===== config.mk =====
export PLATFORM = sky130hd
export DESIGN_NAME = similarity_weave_pixel_select
export DESIGN_NICKNAME = d
export VERILOG_FILES = /design/src/hw/rtl/swps_pkg.sv /design/src/hw/rtl/similarity_weave_pixel_select.sv /design/src/hw/rtl/swps_lane.sv /design/src/hw/rtl/swps_merge.sv
export SDC_FILE = /design/constraint.sdc
export NUM_CORES = 2
export LEC_CHECK = 0
export ABC_AREA = 1
export BUFFER_PORTS_ARGS = -buffer_cell sky130_fd_sc_hd__buf_2
export CAP_MARGIN = 10
export CORE_AREA = 2 2 323 389
export CTS_CLUSTER_SIZE = 14
export DETAILED_ROUTE_END_ITERATION = 8
export DIE_AREA = 0 0 325 391
export GPL_TIMING_DRIVEN = 0
export PLACE_DENSITY_LB_ADDON = 0.05
export SLEW_MARGIN = 20
export SYNTH_ARGS = -nofsm -noshare
export SYNTH_HDL_FRONTEND = slang
export SYNTH_HIERARCHICAL = 1
export SYNTH_SLANG_ARGS = --single-unit

===== constraint.sdc =====
create_clock -name clk -period 12.4 [get_ports clk]
set_input_delay 1.86 -clock clk [delete_from_list [all_inputs] [get_ports clk]]
set_output_delay 1.86 -clock clk [all_outputs]
set_load 0.02 [all_outputs]

===== src/hw/rtl/swps_pkg.sv =====
`timescale 1ns / 1ps

package swps_pkg;

  localparam int LANES      = 4;
  localparam int WORD_LANES = 4;
  localparam int USED_LANES = (LANES < WORD_LANES) ? LANES : WORD_LANES;
  localparam int LANE_W     = 16;
  localparam int WORD_W     = 64;
  localparam int REG_W      = 16;
  localparam int SQ_W       = 15;   // (127)^2 and (-128)^2 fit in 15 bits

  localparam logic [REG_W-1:0] SPATIAL_TOL_RST  = 16'd600;
  localparam logic [REG_W-1:0] TEMPORAL_TOL_RST = 16'd300;
  localparam logic [REG_W-1:0] SIM_THRESH_RST   = 16'd25;

  typedef enum logic [1:0] {
    REG_SPATIAL_TOL  = 2'd0,
    REG_TEMPORAL_TOL = 2'd1,
    REG_SIM_THRESH   = 2'd2,
    REG_UNUSED       = 2'd3
  } swps_reg_idx_t;

  // pipeline advance enables shared by all lanes
  typedef struct packed {
    logic en_a;
    logic en_b;
  } swps_adv_t;

endpackage


===== src/hw/rtl/similarity_weave_pixel_select.sv =====
`timescale 1ns / 1ps
// Adaptive weave/bob pixel selector for deinterlacing.
// Input channel (in_*): one request per group of four YUYV 16-bit lanes, carrying
// the line above, the current line from the other field, the line below and the
// same line two fields earlier. Output channel (out_*): one 64-bit word per
// request, each lane either the current lane (weave) or the per-byte average of
// the lines above and below (bob).
// Config channel (cfg_*): index 0 spatial tolerance, 1 temporal tolerance,
// 2 signed similarity threshold, 3 ignored; always ready, write only when idle.
// Throughput: one request per clock when the output is not stalled, set by the
// four lanes working in parallel. An accepted request passes the squares stage,
// the decision stage and the output register, in that order.
// Reset (rst_n low, synchronous) empties the pipeline and loads the tolerances
// 600 / 300 and threshold 25.
// When out_tready is low the result is held and a skid register takes one more;
// in_tready then drops only once both pipeline stages and the skid are full.
module similarity_weave_pixel_select (
  input  logic         clk,
  input  logic         rst_n,
  input  logic         in_tvalid,
  output logic         in_tready,
  // [63:0] above_word, [127:64] current_word, [191:128] below_word,
  // [255:192] older_word
  input  logic [255:0] in_tdata,
  output logic         out_tvalid,
  input  logic         out_tready,
  // [63:0] out_word
  output logic [63:0]  out_tdata,
  input  logic         cfg_valid,
  output logic         cfg_ready,
  input  logic [1:0]   cfg_index,
  input  logic [15:0]  cfg_data
);
  import swps_pkg::*;

  logic [REG_W-1:0] spatial_tol_r, temporal_tol_r, sim_thresh_r;
  logic             va_r, vb_r;
  logic             can_push;
  swps_adv_t        adv;
  logic [WORD_W-1:0] above_word, current_word, below_word, older_word;
  logic [USED_LANES-1:0][LANE_W-1:0] lane_res;

  assign above_word   = in_tdata[63:0];
  assign current_word = in_tdata[127:64];
  assign below_word   = in_tdata[191:128];
  assign older_word   = in_tdata[255:192];

  assign cfg_ready = 1'b1;

  always_ff @(posedge clk) begin
    if (!rst_n) begin
      spatial_tol_r  <= SPATIAL_TOL_RST;
      temporal_tol_r <= TEMPORAL_TOL_RST;
      sim_thresh_r   <= SIM_THRESH_RST;
    end else if (cfg_valid) begin
      unique case (swps_reg_idx_t'(cfg_index))
        REG_SPATIAL_TOL:  spatial_tol_r  <= cfg_data;
        REG_TEMPORAL_TOL: temporal_tol_r <= cfg_data;
        REG_SIM_THRESH:   sim_thresh_r   <= cfg_data;
        default: ;
      endcase
    end
  end

  // a stage moves when the one after it has room
  assign adv.en_b  = !vb_r || can_push;
  assign adv.en_a  = !va_r || adv.en_b;
  assign in_tready = adv.en_a;

  always_ff @(posedge clk) begin
    if (!rst_n) begin
      va_r <= 1'b0;
      vb_r <= 1'b0;
    end else begin
      if (adv.en_a) va_r <= in_tvalid;
      if (adv.en_b) vb_r <= va_r;
    end
  end

  for (genvar k = 0; k < USED_LANES; k++) begin : g_lane
    swps_lane u_lane (
      .clk          (clk),
      .adv          (adv),
      .above_lane   (above_word[k*LANE_W +: LANE_W]),
      .current_lane (current_word[k*LANE_W +: LANE_W]),
      .below_lane   (below_word[k*LANE_W +: LANE_W]),
      .older_lane   (older_word[k*LANE_W +: LANE_W]),
      .spatial_tol  (spatial_tol_r),
      .temporal_tol (temporal_tol_r),
      .sim_thresh   (sim_thresh_r),
      .lane_out     (lane_res[k])
    );
  end

  swps_merge u_merge (
    .clk        (clk),
    .rst_n      (rst_n),
    .push       (vb_r && can_push),
    .lane_res   (lane_res),
    .can_push   (can_push),
    .out_tvalid (out_tvalid),
    .out_tready (out_tready),
    .out_tdata  (out_tdata)
  );

`ifndef SYNTHESIS
  a_stall_only_when_full: assert property (@(posedge clk) disable iff (!rst_n)
    !in_tready |-> (va_r && vb_r && !can_push))
    else $error("input stalled with room in the pipeline");

  a_spatial_write: assert property (@(posedge clk) disable iff (!rst_n)
    (cfg_valid && cfg_index == REG_SPATIAL_TOL) |=> (spatial_tol_r == $past(cfg_data)))
    else $error("spatial tolerance write lost");

  a_thresh_write: assert property (@(posedge clk) disable iff (!rst_n)
    (cfg_valid && cfg_index == REG_SIM_THRESH) |=> (sim_thresh_r == $past(cfg_data)))
    else $error("threshold write lost");
`endif

endmodule


===== src/hw/rtl/swps_lane.sv =====
`timescale 1ns / 1ps

module swps_lane (
  input  logic                        clk,
  input  swps_pkg::swps_adv_t         adv,
  input  logic [swps_pkg::LANE_W-1:0] above_lane,
  input  logic [swps_pkg::LANE_W-1:0] current_lane,
  input  logic [swps_pkg::LANE_W-1:0] below_lane,
  input  logic [swps_pkg::LANE_W-1:0] older_lane,
  input  logic [swps_pkg::REG_W-1:0]  spatial_tol,
  input  logic [swps_pkg::REG_W-1:0]  temporal_tol,
  input  logic [swps_pkg::REG_W-1:0]  sim_thresh,
  output logic [swps_pkg::LANE_W-1:0] lane_out
);
  import swps_pkg::*;

  function automatic logic [SQ_W-1:0] half_sq(input logic [7:0] a, input logic [7:0] b);
    logic signed [9:0]  diff;
    logic signed [9:0]  half;
    logic signed [8:0]  h;
    logic signed [17:0] p;
    diff = $signed({2'b00, a}) - $signed({2'b00, b});
    half = diff >>> 1;
    h    = half[8:0];
    p    = h * h;
    return p[SQ_W-1:0];
  endfunction

  function automatic logic [REG_W-1:0] sub_floor0(input logic [REG_W-1:0] tol,
                                                  input logic [SQ_W-1:0] sq);
    logic [REG_W-1:0] sq_ext;
    sq_ext = {1'b0, sq};
    return (tol > sq_ext) ? (tol - sq_ext) : '0;
  endfunction

  function automatic logic [REG_W-1:0] add_sat(input logic [REG_W-1:0] a,
                                               input logic [REG_W-1:0] b);
    logic [REG_W:0] s;
    s = {1'b0, a} + {1'b0, b};
    return s[REG_W] ? {REG_W{1'b1}} : s[REG_W-1:0];
  endfunction

  // stage A: squared half differences, bob average, current lane
  logic [SQ_W-1:0]   sq1_r, sq2_r, sq3_r;
  logic [LANE_W-1:0] cur_r, bob_r;
  logic [LANE_W-1:0] bob_nxt;

  assign bob_nxt = {(above_lane[15:8] >> 1) + (below_lane[15:8] >> 1),
                    (above_lane[7:0] >> 1) + (below_lane[7:0] >> 1)};

  always_ff @(posedge clk) begin
    if (adv.en_a) begin
      sq1_r <= half_sq(above_lane[7:0], current_lane[7:0]);
      sq2_r <= half_sq(below_lane[7:0], current_lane[7:0]);
      sq3_r <= half_sq(older_lane[7:0], current_lane[7:0]);
      cur_r <= current_lane;
      bob_r <= bob_nxt;
    end
  end

  // stage B: similarity sum and weave/bob decision
  logic [REG_W-1:0]  sim_sum;
  logic              weave;
  logic [LANE_W-1:0] lane_r, lane_nxt;

  always_comb begin
    sim_sum  = add_sat(add_sat(sub_floor0(spatial_tol, sq1_r),
                               sub_floor0(spatial_tol, sq2_r)),
                       sub_floor0(temporal_tol, sq3_r));
    weave    = $signed(sim_sum) > $signed(sim_thresh);
    lane_nxt = weave ? cur_r : bob_r;
  end

  always_ff @(posedge clk) begin
    if (adv.en_b) begin
      lane_r <= lane_nxt;
    end
  end

  assign lane_out = lane_r;

endmodule


===== src/hw/rtl/swps_merge.sv =====
`timescale 1ns / 1ps

module swps_merge (
  input  logic                                            clk,
  input  logic                                            rst_n,
  input  logic                                            push,
  input  logic [swps_pkg::USED_LANES-1:0][swps_pkg::LANE_W-1:0] lane_res,
  output logic                                            can_push,
  output logic                                            out_tvalid,
  input  logic                                            out_tready,
  output logic [swps_pkg::WORD_W-1:0]                     out_tdata
);
  import swps_pkg::*;

  logic [WORD_W-1:0] word;
  logic [WORD_W-1:0] out_data_r, skid_data_r;
  logic              out_valid_r, skid_valid_r;

  // lanes past the used ones stay zero
  always_comb begin
    word = '0;
    for (int k = 0; k < USED_LANES; k++) begin
      word[k*LANE_W +: LANE_W] = lane_res[k];
    end
  end

  assign can_push = !skid_valid_r;

  always_ff @(posedge clk) begin
    if (!rst_n) begin
      out_valid_r  <= 1'b0;
      skid_valid_r <= 1'b0;
    end else if (!out_valid_r || out_tready) begin
      if (skid_valid_r) begin
        out_data_r   <= skid_data_r;
        out_valid_r  <= 1'b1;
        skid_valid_r <= 1'b0;
      end else if (push) begin
        out_data_r  <= word;
        out_valid_r <= 1'b1;
      end else begin
        out_valid_r <= 1'b0;
      end
    end else if (push) begin
      skid_data_r  <= word;
      skid_valid_r <= 1'b1;
    end
  end

  assign out_tvalid = out_valid_r;
  assign out_tdata  = out_data_r;

`ifndef SYNTHESIS
  a_skid_behind_out: assert property (@(posedge clk) disable iff (!rst_n)
    skid_valid_r |-> out_valid_r)
    else $error("skid entry held without an output request");

  a_stall_fills_skid: assert property (@(posedge clk) disable iff (!rst_n)
    (out_valid_r && !out_tready && push) |=> skid_valid_r)
    else $error("request pushed during stall was dropped");

  a_drain_empties: assert property (@(posedge clk) disable iff (!rst_n)
    (out_valid_r && out_tready && !skid_valid_r && !push) |=> !out_valid_r)
    else $error("output request repeated");
`endif

endmodule

==> impl_metrics.env <==
export IMPL_dpl_instance_area_um2=71620
export IMPL_via_count_of_the_first_global_routing_pass=55480
export IMPL_yosysWarningCount=6
export IMPL_hold_path_depth=0
export IMPL_fmax_mhz=105.3
export IMPL_min_delay_start="g_lane[1].u_lane/lane_out[8]$_DFFE_PP_"
export IMPL_critPathMaxStageDelay_ns=1.09
export IMPL_layout_cells_most_common_list="1862 x nand2_1, 1557 x inv_1, 814 x nor2_1"
export IMPL_vias_per_cell=5.306
export IMPL_utilization_pct=59.42
export IMPL_core_rowCount=142
export IMPL_route_detailed_drc=0
export IMPL_slew_violations=0
export IMPL_yosysSeqAreaShare_pct=23.23
export IMPL_worst_path_most_repeated_cell="nand2_1"
export IMPL_cts_htree_levels=2
export IMPL_area_delta_synth_final_pct=8.902
export IMPL_crit_reg2reg_capture="g_lane[3].u_lane/lane_out[7]$_DFFE_PP_"
export IMPL_cts_buffer_depth=3
export IMPL_critical_path_arrival_ns=9.99
export IMPL_synth_distinct_cells=68
export IMPL_floorplan_die_width_um=325
export IMPL_final_min_period_over_clock_period_pct=76.61
export IMPL_timing_critical_path_from_type="flop"
export IMPL_endpoint_class_of_the_critical_path="flop"
export IMPL_top_level_ports=346
export IMPL_drt_first_iter_violations=3362
export IMPL_tritoncts="built"
export IMPL_ant_nets=0
export IMPL_path_category_of_the_worst_min_delay_check="reg2reg"
export IMPL_path_class="reg2reg"
export IMPL_clk_pin_slew_worst_paths_ns=0.07
export IMPL_worstMarginPinSlew_ns=1.155
export IMPL_nets_in_the_synthesized_netlist=10120
export IMPL_clock_root_buffer="clkbuf_16"
export IMPL_final_fill_count=11690
export IMPL_clock_sinks=540
export IMPL_grt_usage_pct=29.59
export IMPL_met3_wirelength_um=7631
export IMPL_layout_commonest_cell="nand2_1"
export IMPL_initial_antenna_violation_count=11
export IMPL_post_synth_instance_area_um2=67560
export IMPL_global_route_wire_length_before_repair_um=296800
export IMPL_post_synth_cell_area_avg_um2=7.939
export IMPL_numCtsBuffers=58
export IMPL_drtPass1Iterations=6
export IMPL_worst_path_max_fanout=12
export IMPL_gp_congestion=0.9426
export IMPL_synthTopCellsByArea="edfxtp_1 22%, fa_1 16%, ha_1 15%"
export IMPL_max_slew_margin_vs_limit_pct=22.88
export IMPL_grt_max_degree=47
export IMPL_fin_setup_tns_ns=0
export IMPL_overflow=0
export IMPL_finish_instance_area_um2=73580
export IMPL_syn_instance_count=8510
export IMPL_synth_top_area_share_pct=21.69
export IMPL_sequential_cell_area_um2=15710
export IMPL_start_util_pct=54.56
export IMPL_coreArea_um2=123800
export IMPL_timing_final_hold_violations=0
export IMPL_synth_enable_flop_cells=488
export IMPL_post_route_cells_drive_above_1_share_pct=8.456
export IMPL_post_route_min_period_ns=9.500
export IMPL_insertion_delay_ns=0.67
export IMPL_setup_slack_ns=2.900
export IMPL_buffer_count_from_post_cts_setup_fixing=0
export IMPL_ys_flop_type="edfxtp_1"
export IMPL_final_setup_skew_ns=0.04860
export IMPL_holdPathEnd="u_merge/skid_data_r[24]$_DFFE_PP_"
export IMPL_crit_reg2reg_launch="spatial_tol_r[1]$_SDFFE_PN0P_"
export IMPL_async_flop_share_pct=0
export IMPL_route_layer_met1_wl_um=81080
export IMPL_layout_nets=10500
export IMPL_detail_route_wirelength_um=187700
export IMPL_r2r_setup_slk_ns=2.90
export IMPL_die_area_um2=127100
export IMPL_worstRegToRegCells=37
export IMPL_route_vias_total=56260
export IMPL_rsz0062_at_grt="no"
export IMPL_met2_wirelength_um=91800
export IMPL_hpwl_after_detailed_placement_um=155900
export IMPL_post_cts_resize_count=0
export IMPL_synthDominantAreaCellType="edfxtp_1"
export IMPL_required_ns=12.89
export IMPL_critical_path_slowest_cell="dfxtp_1"
export IMPL_cts_hold_buffers_added=0
export IMPL_chipHeight_um=391
export IMPL_place_worst_setup_slack_ns=3.031
export IMPL_wl_per_cell_um=17.71
export IMPL_route_top_layer_used="met5"
export IMPL_outcome="finished, final reports clean"
export IMPL_multi_input_comb_area_um2=45280
export IMPL_cap_viol_max_count=0
export IMPL_portBuffers=303
export IMPL_finalSetupViolCount=0
export IMPL_ys_seq_elements=540
## per-stage QoR
stage          instances  hold WS (ns)
2_1_floorplan       8510        0.4268
3_3_place_gp       10470        0.4307
3_5_place_dp       10490        0.4318
4_1_cts            10600        0.4451
5_1_grt            10600        0.4524
6_report           10600        0.4444
## flip-flops by register name (all words and copies together) (netlist names), 56 cells and up
name / flops
g_lane.u_lane/sq1_r: 56
g_lane.u_lane/sq3_r: 56
g_lane.u_lane/lane_out: 64
g_lane.u_lane/bob_r: 64
g_lane.u_lane/sq2_r: 56
u_merge/skid_data_r: 64
u_merge/out_tdata: 64
g_lane.u_lane/cur_r: 64
## Yosys cell counts (10+ instances only)
cell	instances
nand2_2	49
o21bai_1	34
a31oi_1	12
buf_4	15
or2_2	19
o21ai_0	248
a21o_1	32
a31o_2	16
a21oi_2	10
nand3_2	15
nand4_1	96
nor3_1	84
nor4_1	16
buf_2	20
o21ai_1	18
nand3b_1	35
edfxtp_1	488
fa_1	542
and2_1	11
nor2_1	816
inv_2	40
nand2_1	1863
xnor2_1	199
nor2_2	37
clkbuf_1	26
o2111ai_1	10
ha_1	792
xor2_1	175
a21oi_1	543
xor2_2	18
inv_1	1557
buf_6	22
o21a_1	16
clkinv_1	12
a21boi_0	17
o21ai_2	13
o211ai_1	37
dfxtp_1	52
nand3_1	432
## final cells by class
class,instances,area share [%]
Tap cell,1656,2.816
Buffer,85,0.7958
Sequential cell,540,21.35
Clock buffer,70,2.105
Clock inverter,40,0.5323
Inverter,1609,8.208
Antenna cell,6,0.02041
Timing Repair Buffer,320,2.629
Multi-Input combinational cell,6276,61.54
## logic make-up after synthesis
logic type	share of synthesized area, %
buffers and inverters	9.806
other	0.005550
flip-flops	23.23
AND/OR/NAND/NOR	21.95
XOR/XNOR	5.548
AO/OA/AOI/OAI	8.737
adder cells (fa/ha/maj)	30.73
## critical path: cells and delay by family (launching register included)
family,cells,cell delay (ns)
compound gates,6,1.27
simple gates,20,3.67
buf+inv,6,1.45
fa+ha+maj,5,1.79
flops,1,1.09
## routing by layer
metal	up-vias	global-route usage, %
met2	1217	51.35
met3	252	2.513
met5	-	0
met4	4	10.55
met1	26710	38.74
li1	28080	-
## how the worst max path moves through the flow
stage                                                  from                                endpoint  slack [ns]  cells past startpoint
final                         spatial_tol_r[1]$_SDFFE_PN0P_  g_lane[3].u_lane/lane_out[7]$_DFFE_PP_        2.90                     37
after global routing          spatial_tol_r[1]$_SDFFE_PN0P_  g_lane[3].u_lane/lane_out[5]$_DFFE_PP_        2.38                     37
after CTS                     spatial_tol_r[1]$_SDFFE_PN0P_  g_lane[3].u_lane/lane_out[6]$_DFFE_PP_        2.95                     37
after detailed placement      spatial_tol_r[1]$_SDFFE_PN0P_  g_lane[3].u_lane/lane_out[6]$_DFFE_PP_        3.03                     37
after global placement    u_merge/skid_valid_r$_SDFFE_PP0P_                               in_tready       -3.71                      5
after floorplan           u_merge/skid_valid_r$_SDFFE_PP0P_     g_lane[0].u_lane/bob_r[0]$_DFFE_PP_        2.02                      4
Power is left out: the tool's default activity adds up to more than one toggle a clock period on the data nets, which glitch-free logic cannot reach.
